===== config.mk =====
export PLATFORM = sky130hd
export DESIGN_NAME = lcp_alpha_cluster_detector
export DESIGN_NICKNAME = d
export VERILOG_FILES = /design/src/sv/lcpac_pkg.sv /design/src/sv/lcpac_core.sv /design/src/sv/lcp_alpha_cluster_detector.sv
export SDC_FILE = /design/constraint.sdc
export NUM_CORES = 1
export LEC_CHECK = 0
export ABC_CLOCK_PERIOD_IN_PS = 9400
export BUFFER_PORTS_ARGS = -buffer_cell sky130_fd_sc_hd__buf_2
export CORE_ASPECT_RATIO = 2
export CORE_MARGIN = 4
export CORE_UTILIZATION = 55
export CTS_CLUSTER_SIZE = 28
export DETAILED_ROUTE_END_ITERATION = 8
export HOLD_SLACK_MARGIN = 0.15
export PLACE_DENSITY = 0.78
export SKIP_CTS_REPAIR_TIMING = 1
export SYNTH_ARGS = -nofsm -noshare
export SYNTH_HDL_FRONTEND = slang
export SYNTH_HIERARCHICAL = 1
export SYNTH_SLANG_ARGS = --single-unit
export TNS_END_PERCENT = 1

===== constraint.sdc =====
create_clock -name clk -period 9.4 [get_ports clk]
set_input_delay 1.41 -clock clk [delete_from_list [all_inputs] [get_ports clk]]
set_output_delay 1.41 -clock clk [all_outputs]
set_load 0.01 [all_outputs]

===== src/sv/lcpac_pkg.sv =====
// Shared widths, register codes and the result structure of the LCP alpha-cluster detector.
`timescale 1ns / 1ps
`default_nettype none

package lcpac_pkg;

    localparam int POS_W = 40;
    localparam int LCP_W = 8;

    // Stream data widths, rounded up to whole bytes.
    localparam int IN_TDATA_W   = ((LCP_W + 7) / 8) * 8;
    localparam int OUT_FIELDS_W = 4 * POS_W;
    localparam int OUT_TDATA_W  = ((OUT_FIELDS_W + 7) / 8) * 8;

    localparam int APB_ADDR_W = 3;
    localparam int APB_DATA_W = 32;

    // Register index, taken from paddr[2].
    typedef enum logic {
        REG_ALPHA    = 1'b0,
        REG_POS_MODE = 1'b1
    } reg_idx_t;

    typedef struct packed {
        logic             emit;
        logic             has_cluster;
        logic [POS_W-1:0] cluster_start;
        logic [POS_W-1:0] cluster_length;
        logic [POS_W-1:0] longest_length;
        logic [POS_W-1:0] cluster_count;
        logic             end_of_stream;
    } result_t;

endpackage

`default_nettype wire


===== src/sv/lcpac_core.sv =====
// Per-item cluster tracking state and its combinational update logic.
`timescale 1ns / 1ps
`default_nettype none

module lcpac_core (
    input  wire logic                       clk,
    input  wire logic                       rst_n,
    input  wire logic                       step,
    input  wire logic                       func,
    input  wire logic [lcpac_pkg::LCP_W-1:0] lcp_value,
    input  wire logic [7:0]                 alpha,
    input  wire logic                       positional_mode,
    output lcpac_pkg::result_t              res
);

    logic [lcpac_pkg::POS_W-1:0] position_reg, position_next;
    logic                        skipping_reg, skipping_next;
    logic                        open_reg, open_next;
    logic [lcpac_pkg::POS_W-1:0] open_start_reg, open_start_next;
    logic [lcpac_pkg::LCP_W-1:0] prev_reg, prev_next;
    logic                        growing_reg, growing_next;
    logic [lcpac_pkg::POS_W-1:0] plateau_reg, plateau_next;
    logic [lcpac_pkg::POS_W-1:0] longest_reg, longest_next;
    logic [lcpac_pkg::POS_W-1:0] count_reg, count_next;

    logic [lcpac_pkg::LCP_W-1:0] alpha_ext;
    logic                        at_alpha;
    logic                        close_en;
    logic [lcpac_pkg::POS_W-1:0] close_end;
    logic [lcpac_pkg::POS_W-1:0] close_len;
    logic [lcpac_pkg::POS_W-1:0] pos_m1;

    assign alpha_ext = lcpac_pkg::LCP_W'(alpha);
    assign at_alpha  = (lcp_value >= alpha_ext);
    assign pos_m1    = position_reg - lcpac_pkg::POS_W'(1);

    always_comb
    begin
        position_next   = position_reg;
        skipping_next   = skipping_reg;
        open_next       = open_reg;
        open_start_next = open_start_reg;
        prev_next       = prev_reg;
        growing_next    = growing_reg;
        plateau_next    = plateau_reg;
        longest_next    = longest_reg;
        count_next      = count_reg;
        close_en        = 1'b0;
        close_end       = position_reg;

        res                = '0;
        res.longest_length = longest_reg;
        res.cluster_count  = count_reg;

        if (func)
        begin
            res.emit          = 1'b1;
            res.end_of_stream = 1'b1;
            close_en          = open_reg;
        end
        else
        begin
            if (skipping_reg)
            begin
                if (!at_alpha)
                begin
                    skipping_next = 1'b0;
                end
            end
            else if (at_alpha)
            begin
                if (!open_reg)
                begin
                    open_next       = 1'b1;
                    open_start_next = pos_m1;
                    growing_next    = 1'b1;
                    plateau_next    = '0;
                end
                else if (positional_mode)
                begin
                    if (lcp_value < prev_reg)
                    begin
                        // Falling: either the first descent or a new, lower floor.
                        growing_next = 1'b0;
                        if (!growing_reg)
                        begin
                            plateau_next = '0;
                        end
                    end
                    else if (!growing_reg && lcp_value == prev_reg)
                    begin
                        if (!(&plateau_reg))
                        begin
                            plateau_next = plateau_reg + lcpac_pkg::POS_W'(1);
                        end
                    end
                    else if (!growing_reg && lcp_value > prev_reg)
                    begin
                        // Rise after a valley: close before the floor plateau, reopen on it.
                        close_en        = 1'b1;
                        close_end       = pos_m1 - plateau_reg;
                        res.emit        = 1'b1;
                        open_start_next = position_reg - plateau_reg;
                        growing_next    = 1'b1;
                        plateau_next    = '0;
                    end
                end
                if (positional_mode)
                begin
                    prev_next = lcp_value;
                end
            end
            else
            begin
                if (open_reg)
                begin
                    close_en = 1'b1;
                    res.emit = 1'b1;
                end
                open_next = 1'b0;
            end

            if (!(&position_reg))
            begin
                position_next = position_reg + lcpac_pkg::POS_W'(1);
            end
        end

        close_len = close_end - open_start_reg;

        if (close_en)
        begin
            if (close_len > longest_reg)
            begin
                longest_next = close_len;
            end
            if (!(&count_reg))
            begin
                count_next = count_reg + lcpac_pkg::POS_W'(1);
            end
            res.has_cluster    = 1'b1;
            res.cluster_start  = open_start_reg;
            res.cluster_length = close_len;
            res.longest_length = longest_next;
            res.cluster_count  = count_next;
        end

        // A flush starts a new stream once its result is formed.
        if (func)
        begin
            position_next   = '0;
            skipping_next   = 1'b1;
            open_next       = 1'b0;
            open_start_next = '0;
            prev_next       = '1;
            growing_next    = 1'b1;
            plateau_next    = '0;
            longest_next    = '0;
            count_next      = '0;
        end
    end

    always_ff @(posedge clk or negedge rst_n)
    begin
        if (!rst_n)
        begin
            position_reg   <= '0;
            skipping_reg   <= 1'b1;
            open_reg       <= 1'b0;
            open_start_reg <= '0;
            prev_reg       <= '1;
            growing_reg    <= 1'b1;
            plateau_reg    <= '0;
            longest_reg    <= '0;
            count_reg      <= '0;
        end
        else if (step)
        begin
            position_reg   <= position_next;
            skipping_reg   <= skipping_next;
            open_reg       <= open_next;
            open_start_reg <= open_start_next;
            prev_reg       <= prev_next;
            growing_reg    <= growing_next;
            plateau_reg    <= plateau_next;
            longest_reg    <= longest_next;
            count_reg      <= count_next;
        end
    end

endmodule

`default_nettype wire


===== src/sv/lcp_alpha_cluster_detector.sv =====
// Top level of the LCP alpha-cluster detector: stream stages and register port.
//
//   Channel  Direction  Carries
//   s_*      in         one LCP sample or a flush (tuser) per transaction
//   m_*      out        closed cluster and running totals, tlast on flush answer
//   APB      in/out     alpha and positional_mode registers
//
// One item per cycle is sustained while the output is not stalled; an item is held
// in the input register and its result, if any, in the result register. The state
// update in lcpac_core is combinational, which sets that rate. Reset puts the stream
// state back into leading skip with no open cluster and clears the alpha and
// positional_mode registers to zero. While a result waits with m_tready low the
// result register holds and the input register fills, then s_tready drops.
`timescale 1ns / 1ps
`default_nettype none

module lcp_alpha_cluster_detector (
    input  wire logic                             clk,
    input  wire logic                             rst_n,
    input  wire logic                             s_tvalid,
    output logic                                  s_tready,
    input  wire logic [lcpac_pkg::IN_TDATA_W-1:0] s_tdata,  // lcp_value
    input  wire logic                             s_tuser,  // func (1 = flush)
    output logic                                  m_tvalid,
    input  wire logic                             m_tready,
    // cluster_start, cluster_length, longest_length, cluster_count
    output logic [lcpac_pkg::OUT_TDATA_W-1:0]     m_tdata,
    output logic                                  m_tuser,  // has_cluster
    output logic                                  m_tlast,  // end_of_stream
    input  wire logic                             psel,
    input  wire logic                             penable,
    input  wire logic                             pwrite,
    input  wire logic [lcpac_pkg::APB_ADDR_W-1:0] paddr,
    input  wire logic [lcpac_pkg::APB_DATA_W-1:0] pwdata,
    output logic [lcpac_pkg::APB_DATA_W-1:0]      prdata,
    output logic                                  pready
);

    logic                        in_valid_reg, in_valid_next;
    logic                        in_func_reg;
    logic [lcpac_pkg::LCP_W-1:0] in_lcp_reg;
    logic                        out_valid_reg, out_valid_next;
    lcpac_pkg::result_t          out_res_reg;
    logic [7:0]                  alpha_reg, alpha_next;
    logic                        pmode_reg, pmode_next;

    lcpac_pkg::result_t          res;
    lcpac_pkg::reg_idx_t         reg_idx;
    logic                        out_free;
    logic                        step;
    logic                        in_take;
    logic                        cfg_write;

    assign out_free = !out_valid_reg || m_tready;
    assign step     = in_valid_reg && out_free;
    assign s_tready = !in_valid_reg || step;
    assign in_take  = s_tvalid && s_tready;

    lcpac_core u_core (
        .clk             (clk),
        .rst_n           (rst_n),
        .step            (step),
        .func            (in_func_reg),
        .lcp_value       (in_lcp_reg),
        .alpha           (alpha_reg),
        .positional_mode (pmode_reg),
        .res             (res)
    );

    always_comb
    begin
        in_valid_next = in_valid_reg;
        if (in_take)
        begin
            in_valid_next = 1'b1;
        end
        else if (step)
        begin
            in_valid_next = 1'b0;
        end

        out_valid_next = out_valid_reg;
        if (step && res.emit)
        begin
            out_valid_next = 1'b1;
        end
        else if (m_tready)
        begin
            out_valid_next = 1'b0;
        end
    end

    // Register port: pready is always high, so an access never waits.
    assign pready    = 1'b1;
    assign cfg_write = psel && penable && pwrite && pready;
    assign reg_idx   = lcpac_pkg::reg_idx_t'(paddr[2]);

    always_comb
    begin
        alpha_next = alpha_reg;
        pmode_next = pmode_reg;
        prdata     = '0;
        unique case (reg_idx)
            lcpac_pkg::REG_ALPHA:
            begin
                prdata = lcpac_pkg::APB_DATA_W'(alpha_reg);
                if (cfg_write)
                begin
                    alpha_next = pwdata[7:0];
                end
            end
            lcpac_pkg::REG_POS_MODE:
            begin
                prdata = lcpac_pkg::APB_DATA_W'(pmode_reg);
                if (cfg_write)
                begin
                    pmode_next = pwdata[0];
                end
            end
            default:
            begin
                prdata = '0;
            end
        endcase
    end

    always_ff @(posedge clk or negedge rst_n)
    begin
        if (!rst_n)
        begin
            in_valid_reg  <= 1'b0;
            out_valid_reg <= 1'b0;
            alpha_reg     <= '0;
            pmode_reg     <= 1'b0;
        end
        else
        begin
            in_valid_reg  <= in_valid_next;
            out_valid_reg <= out_valid_next;
            alpha_reg     <= alpha_next;
            pmode_reg     <= pmode_next;
        end
    end

    always_ff @(posedge clk)
    begin
        if (in_take)
        begin
            in_func_reg <= s_tuser;
            in_lcp_reg  <= s_tdata[lcpac_pkg::LCP_W-1:0];
        end
        if (step && res.emit)
        begin
            out_res_reg <= res;
        end
    end

    assign m_tvalid = out_valid_reg;
    assign m_tuser  = out_res_reg.has_cluster;
    assign m_tlast  = out_res_reg.end_of_stream;
    assign m_tdata  = lcpac_pkg::OUT_TDATA_W'({out_res_reg.cluster_count,
                                               out_res_reg.longest_length,
                                               out_res_reg.cluster_length,
                                               out_res_reg.cluster_start});

endmodule

`default_nettype wire


# Yosys cells after proc, flatten, opt, wreduce, memory -nomap -nowiden

Index checks and enable logic that the tools add are counted.

Mux-type cells: 68
$add $sub $neg: 7
Div/mod/pow operators: 0
Bitwise logic cells: 1
Eq/ne operators: 12
Shifts and indexed selects: 0
Reductions and logical operators: 29
$mul: 0
$lt $le $gt $ge: 4

Operators with widths:

| kind                                                                 | count |
|---|---|
| 40-bit 2-to-1 mux                                                    | 34 |
| 161-bit 2-to-1 mux                                                   | 1 |
| 40-bit by 1-bit adder with 40-bit output, second input constant      | 3 |
| 40-bit AND reduction                                                 | 3 |
| 40-bit subtractor                                                    | 3 |
| 32-bit case mux with 2 select lines                                  | 1 |
| 40-bit > comparator                                                  | 1 |
| 40-bit by 1-bit subtractor with 40-bit output, second input constant | 1 |
| 8-bit 2-to-1 mux                                                     | 4 |
| 1-bit 2-to-1 mux                                                     | 28 |
| 7-bit AND reduction                                                  | 2 |
| 3-bit inequality test, second input constant                         | 4 |
| 4-bit inequality test, second input constant                         | 3 |
| 5-bit inequality test, second input constant                         | 2 |
| 2-bit AND reduction                                                  | 5 |
| 2-bit nonzero test                                                   | 5 |
| 8-bit equality test                                                  | 1 |
| 8-bit >= comparator                                                  | 1 |
| 8-bit > comparator                                                   | 1 |
| 8-bit less-than comparator                                           | 1 |
| 1-bit logical AND                                                    | 7 |
| 6-bit AND reduction                                                  | 1 |
| 2-bit inequality test, second input constant                         | 2 |
| 4-bit AND reduction                                                  | 1 |
| other kinds (3)                                                      | 6 |

Bits in read-only memories: 0
Bits of input ports: 51
Memory bits (writable): 0
Memories: 0
Register bits: 393
Output and inout port bits: 197
Bits in latches: 0
Word-level logic and storage cells: 142

# Logic depth before layout (Yosys ltp)

Gate-level depths: netlist (run 1).

Depth after elaboration: 15
Gate-level depth with buffers: 40
Mapped depth without buffers: 38

# Hierarchy

The synthesis (run 1) kept the hierarchy.

By module, submodules not included:

| module                     | seq. area each (um^2) | times used | area each (um^2) | cells each |
|---|---|---|---|---|
| lcpac_core                 | 5,292.6               | 1          | 20,228.2         | 2,628 |
| lcp_alpha_cluster_detector | 5,410.2               | 1          | 5,878.1          | 237 |

# Worst setup path before layout (run 1)

OpenSTA, ideal clock, no wires.

Path kind: register to register
Start: reg u_core/prev_reg[1] (netlist name)
End: reg out_res_reg (netlist bit m_tdata[0]) (enable)
Library setup time: 0.705 ns
Clock period less this slack: 9.617 ns
Arrival: 8.912 ns
Required time: 8.695 ns
Path buffers: 0
Stages on the path, launching flop included: 12
Setup slack: -0.217 ns
Path through: dfstp_2 > inv_1 > ha_1 > nor2b_1 > o21a_1 > o21a_1 > o21bai_1 > a21oi_1 > nand4_1 > nand2_1 > nand2_1 > nor2b_1

RTL lines:

| item                     | RTL line                          | text |
|---|---|---|
| start: declaration       | lcpac_core.sv:20                  | `logic [lcpac_pkg::LCP_W-1:0] prev_reg, prev_next;` |
| start signal: assignment | lcpac_core.sv:183                 | `prev_reg <= prev_next;` |
| end signal: assignment   | lcp_alpha_cluster_detector.sv:154 | `out_res_reg <= res;` |
| end: declaration         | lcp_alpha_cluster_detector.sv:43  | `lcpac_pkg::result_t out_res_reg;` |

==> flow_summary_export.csv, run 1 <==
group,metric,value,unit
outcome,status,"finished clean",
critical_path,arrival,9.39,ns
power,power_density,250,nW/µm²
critical_path,crit_fanout,15,
grt,antenna_found_initial,0,
sta,finalCriticalPeriod,9.09,ns
floorplan,fp.dieW,162,µm
floorplan,die-area,51200,µm²
detailed_routing,drcViolationCount,0,
synthesis,netlist_instances,2865,
synthesis,ys_types,96,
critical_path,criticalPathCategory,"flip-flop to flip-flop",
clock_network,clkTransAtPathRegs,0.06,ns
sta,worstMarginPinSlew,1.25,ns
flow_run,maxCapViolations,0,
critical_path,endpoint_kind,"flip-flop",
layout,largest_reg_flops,160,
power,p_leak,0.0128,µW
clock_network,cts.sinks,393,
layout,final_util,62.1,%
layout,final_common_cell,"nand2_1",
critical_path,critical_path.top_delay_family,"simple AND/OR/NAND/NOR gates",
synthesis,avgSynthCellArea,9.11,µm²
critical_path,path_buf_inv,3,
power,peakVddDrop,142,µV
sta,finalSetupViolations,0,
sta,drv_slew,0,
sta,fin_setup_tns,0,ns
sta,hold_viol_final,0,
worst_hold_path,hp-class,"flip-flop to flip-flop",
clock_network,htreeDepth,2,
detailed_routing,wl_per_cell,20.2,µm
critical_path,rr_worst_depth,34,
synthesis,ys_top_cells_by_area,"dfrtp_1 (20%), edfxtp_1 (20%), ha_1 (8.5%), o21ai_0 (5.0%), nand2_1 (4.0%)",
critical_path,cp.depth,34,
floorplan,initial_core_util,55.8,%
floorplan,core,46800,µm²
synthesis,yosysSeqAreaShare,41.0,%
sta,slew_headroom,16.5,%
grt,grt_start_max_net_pins,94,
sta,rsz0062_at_grt,"false",
detailed_routing,wirelength,74300,µm
sta,final.setup.worst_slack,0.314,ns
synthesis,synth_edf_count,171,
layout,antenna-diode-count,0,
grt,grt_overflow,0,
layout,layout_common_cells,"nand2_1 (276), nor2_1 (268), o21ai_0 (258)",
clock_network,cts-root-buf,"clkbuf_16",
floorplan,die_h,316,µm
synthesis,synth_top_area_cell,"dfrtp_1",
layout,syn_to_final_growth,11.3,%
placement,gp_routability_congestion,0.987,
detailed_routing,num_vias,22300,
placement,dp_hpwl,55400,µm
placement,dp.cells,3608,
grt,grt_first_pass_wirelength,115000,µm
clock_network,cts_buffer_depth,3,
layout,drive_gt1_share,13.3,%
detailed_routing,first_iter_violations,1544,
placement,post-place-ws,0.291,ns
grt,gr-usage-all-layers,27.9,%
critical_path,cpMaxStageDelayCell,"or4_4",
grt,grt_pass1_vias,22300,
synthesis,async_flop_share,56.5,%
synthesis,yosys_warnings,6,
detailed_routing,vias_per_cell,6.05,
clock_network,cts_buffers,39,
floorplan,io_pins,248,
detailed_routing,antenna_left,0,
critical_path,start_kind,"flip-flop",
synthesis,syn_area,26100,µm²
layout,nFillCells,3891,
sta,clock_skew,0.0233,ns
sta,fmax,110,MHz
clock_network,cts_tree,"done",
sta,period_share,96.7,%
critical_path,cp_data_required_time,9.70,ns
detailed_routing,first_pass_iters,6,
clock_network,clk_latency,0.57,ns
floorplan,std_cell_rows,112,
critical_path,slowest_delay,0.57,ns
synthesis,synth_seq_cells,393,
synthesis,yosysTopAreaCellShare,20.3,%
worst_hold_path,min_path_cells,2,
synthesis,ys.flop_type,"dfrtp_1",
layout,instances_no_fill,3680,
layout,nets,3253,
placement,io_buffers,196,
power breakdown:
group	leakage, µW	switching, µW	internal, µW
logic	0.00739	2040	1330
registers	0.00467	124	2050
clock network	0.000687	716	1020
logic make-up (layout without fill, tap and decap cells):
| kind of cell | after synthesis | after routing | synth area share [%] |
|---|---|---|---|
| AOI/OAI and AO/OA | 745 | 745 | 17.8 |
| xor gates and xnor gates | 218 | 218 | 7.34 |
| adders and majority gates | 180 | 180 | 8.71 |
| buffers and inverters | 324 | 489 | 5.28 |
| DFF | 393 | 393 | 41.0 |
| muxes | 47 | 47 | 2.04 |
| other | 2 | 25 | 0.0288 |
| and+or+nand+nor | 956 | 956 | 17.8 |
worst register-to-register path: cells and delay by family (launching register included):
kind            cells  cell delay (ns)
compound gates     10             2.37
simple gates       12             3.09
xor+xnor            4             0.62
flops               1             0.56
fa+ha+maj           3             1.05
buf+inv             3             0.43
mux                 2             0.68
metrics by stage:
| stage | cell area (µm²) | hold WS, ns | total power [µW] |
|---|---|---|---|
| finish | 29100 | 0.480 | 7280 |
| global route | 29100 | 0.504 | 7700 |
| CTS | 29100 | 0.482 | 7250 |
| detailed placement | 27700 | 0.467 | 5500 |
| global placement | 27700 | 0.459 | 5380 |
| floorplan | 26200 | 0.443 | 4580 |
layout make-up:
cell class | count | area [µm²] | share of cell area (%)
multi-input cells | 2171 | 14100 | 48.7
clock buffers | 45 | 1070 | 3.68
flip-flops and latches | 393 | 10700 | 36.8
well taps | 627 | 785 | 2.70
clock inverters | 27 | 337 | 1.16
repair buffers | 238 | 1360 | 4.67
inverters | 179 | 672 | 2.31
routing by layer:
layer  share of wire [%]  global-route usage, %  vias to the layer above
met5                   0                      0                        -
met4                 6.8                   17.2                        0
met3                 4.9                   2.80                      249
met2                  52                   52.1                      922
met1                  36                   29.9                    10700
li1                    -                      -                    10400
final timing paths:
path | from | slack [ns] | end
max | u_core/position_reg[7] | 0.31 | m_tdata[118]
min | u_core/open_start_reg[15] | 0.48 | u_core/open_start_reg[15]
max reg2reg | u_core/position_reg[7] | 0.31 | m_tdata[118]
min reg2reg | u_core/open_start_reg[15] | 0.48 | u_core/open_start_reg[15]
max in group asynchronous | rst_n | 6.98 | u_core/longest_reg[19]
min in group asynchronous | rst_n | 0.85 | u_core/position_reg[32]
synth_stat cells, types with 31 or more instances:
cell      number
nand2_1      278
nor2_1       269
o21ai_0      261
dfrtp_1      212
inv_1        178
ha_1         177
edfxtp_1     171
a21oi_1      166
xnor2_1      118
xor2_1        99
clkbuf_1      83
a21o_1        78
nand3_1       68
and2_1        52
nor3_1        50
nand4_1       42
and3_1        40
a22o_1        38
mux2_2        38
o31ai_1       36
buf_4         31
No activity file was read; power rests on OpenSTA's default activity.
==> run 2, diff against run 1 <==
--- a/config.mk
+++ b/config.mk
@@ -13,7 +13,7 @@
 export CTS_CLUSTER_SIZE = 28
 export DETAILED_ROUTE_END_ITERATION = 8
 export HOLD_SLACK_MARGIN = 0.15
-export PLACE_DENSITY = 0.78
+export PLACE_DENSITY = 0.75
 export SKIP_CTS_REPAIR_TIMING = 1
 export SYNTH_ARGS = -nofsm -noshare
 export SYNTH_HDL_FRONTEND = slang
==> run 2 against run 1 <==
Against the previous run: count of clock-buffer cells in the layout rose by 3; critical path type unchanged; total power fell by 2.2%; wire length fell by 2.1%; critical path depth rose by 2; critical endpoint is now m_tdata[109]; largest cell class unchanged; core utilization fell by 0.25 points; first-iteration DRC count rose by 2.7%; worst setup slack improved by 0.26 ns; sequential share of layout area rose by 0.15 points.
==> flow_summary_export.csv, run 2 (same netlist as run 1, synthesis figures left out) <==
group,metric,value,unit
outcome,status,"finished clean",
clock_network,clkTransAtPathRegs,0.06,ns
sta,fmax,113,MHz
power,p_clk_share,22.3,%
detailed_routing,drcViolationCount,0,
critical_path,cpMostUsedCell,"a21o_1",
detailed_routing,wirelength,72700,µm
sta,final.setup.worst_slack,0.573,ns
sta,hold_viol_final,0,
critical_path,slowest_delay,0.59,ns
flow_run,maxCapViolations,0,
grt,antenna_found_initial,0,
floorplan,initial_core_util,55.8,%
layout,layout_common_cells,"nand2_1 (276), nor2_1 (267), o21ai_0 (260)",
worst_hold_path,min_path_cells,1,
placement,post-place-ws,0.309,ns
clock_network,cts_buffer_depth,3,
placement,gp_routability_congestion,0.936,
grt,gr-usage-all-layers,27.7,%
layout,syn_to_final_growth,10.9,%
sta,slew_headroom,13.3,%
placement,io_buffers,196,
power,power_frac_comb,47.3,%
floorplan,io_pins,248,
sta,fin_setup_tns,0,ns
sta,finalSetupViolations,0,
clock_network,cts-root-buf,"clkbuf_16",
critical_path,cp_data_required_time,9.70,ns
power,swShare,39.9,%
critical_path,endpoint_kind,"flip-flop",
floorplan,std_cell_rows,112,
clock_network,cts_buffers,38,
critical_path,crit_fanout,23,
critical_path,reg2reg_slack,0.57,ns
layout,antenna-diode-count,0,
power,power_density,246,nW/µm²
power,seq_power_share,30.4,%
layout,largest_reg_flops,160,
sta,finalCriticalPeriod,8.83,ns
layout,final_common_cell,"nand2_1",
grt,grt_first_pass_wirelength,114000,µm
critical_path,cpMaxStageDelayCell,"or4_4",
grt,grt_overflow,0,
critical_path,rr_worst_depth,36,
floorplan,core,46800,µm²
clock_network,clk_latency,0.57,ns
clock_network,cts_tree,"done",
power,p_leak,0.0127,µW
floorplan,die_h,316,µm
critical_path,arrival,9.13,ns
power,peakVddDrop,194,µV
sta,rsz0062_at_grt,"false",
power,power.switching,2840,µW
detailed_routing,wl_per_cell,19.7,µm
placement,dp_hpwl,55000,µm
layout,final_util,61.8,%
sta,clock_skew,0.0210,ns
floorplan,die-area,51200,µm²
sta,period_share,93.9,%
detailed_routing,num_vias,22100,
layout,drive_gt1_share,13.2,%
grt,grt_start_max_net_pins,121,
critical_path,criticalPathCategory,"flip-flop to flip-flop",
detailed_routing,first_pass_iters,7,
grt,grt_pass1_vias,22500,
layout,nets,3255,
clock_network,cts.sinks,393,
detailed_routing,antenna_left,0,
worst_hold_path,hp-class,"flip-flop to flip-flop",
power,internal-power,4280,µW
critical_path,start_kind,"flip-flop",
sta,worstMarginPinSlew,1.30,ns
detailed_routing,vias_per_cell,6.00,
floorplan,fp.dieW,162,µm
sta,drv_slew,0,
clock_network,htreeDepth,2,
detailed_routing,first_iter_violations,1586,
run 2: cell count changes in the layout (fill, tap and decap cells not counted), sizes merged:
cell | before | now
buf | 238 | 241
bufinv | 7 | 4
clkbuf | 45 | 48
clkinv | 16 | 13
clkinvlp | 2 | 4
inv | 181 | 180
run 2: final timing paths:
kind / from / endpoint
max: u_core/position_reg[9] / m_tdata[109]
min: u_core/open_start_reg[17] / u_core/open_start_reg[17]
max reg2reg: u_core/position_reg[9] / m_tdata[109]
min reg2reg: u_core/open_start_reg[17] / u_core/open_start_reg[17]
max in group asynchronous: rst_n / u_core/plateau_reg[29]
min in group asynchronous: rst_n / u_core/count_reg[16]
run 2: power groups by stage:
stage | logic (µW) | clock network (µW) | registers (µW)
detailed placement | 3290 | 0 | 2200
floorplan | 2380 | 0 | 2210
finish | 3360 | 1590 | 2160
global route | 3720 | 1690 | 2190
global placement | 3180 | 0 | 2190
CTS | 3310 | 1620 | 2160
run 2: cell type report:
cell class	count	area, µm²
tap	627	785
clock buffer	48	1030
fill	4017	17900
clock inverter	22	245
inverter	179	672
sequential	393	10700
timing repair buffer	241	1370
multi-input combinational	2171	14100
run 2: critical path, delay by kind of cell, from the launching register on:
family | cells | cell delay (ns)
flops | 1 | 0.49
mux | 2 | 0.68
fa+ha+maj | 3 | 1.00
xor+xnor | 3 | 0.61
simple gates | 10 | 2.40
buf+inv | 2 | 0.35
compound gates | 16 | 3.02
run 2: per-layer routing:
layer  GRT usage (%)  wire length [µm]  vias up
met1            29.4             25500    10500
met5               0                 0        -
met2            52.1             38200      910
li1                -                 -    10500
met3            2.59              3880      240
met4            17.4              5030        0
run 2: stage by stage:
stage	cells	area, µm²	power [µW]	hold slack (ns)
2_1_floorplan	2888	26200	4580	0.443
3_3_place_gp	3610	27700	5370	0.457
3_5_place_dp	3610	27700	5490	0.466
4_1_cts	3680	28900	7100	0.480
5_1_grt	3681	28900	7600	0.499
6_report	3681	28900	7110	0.477
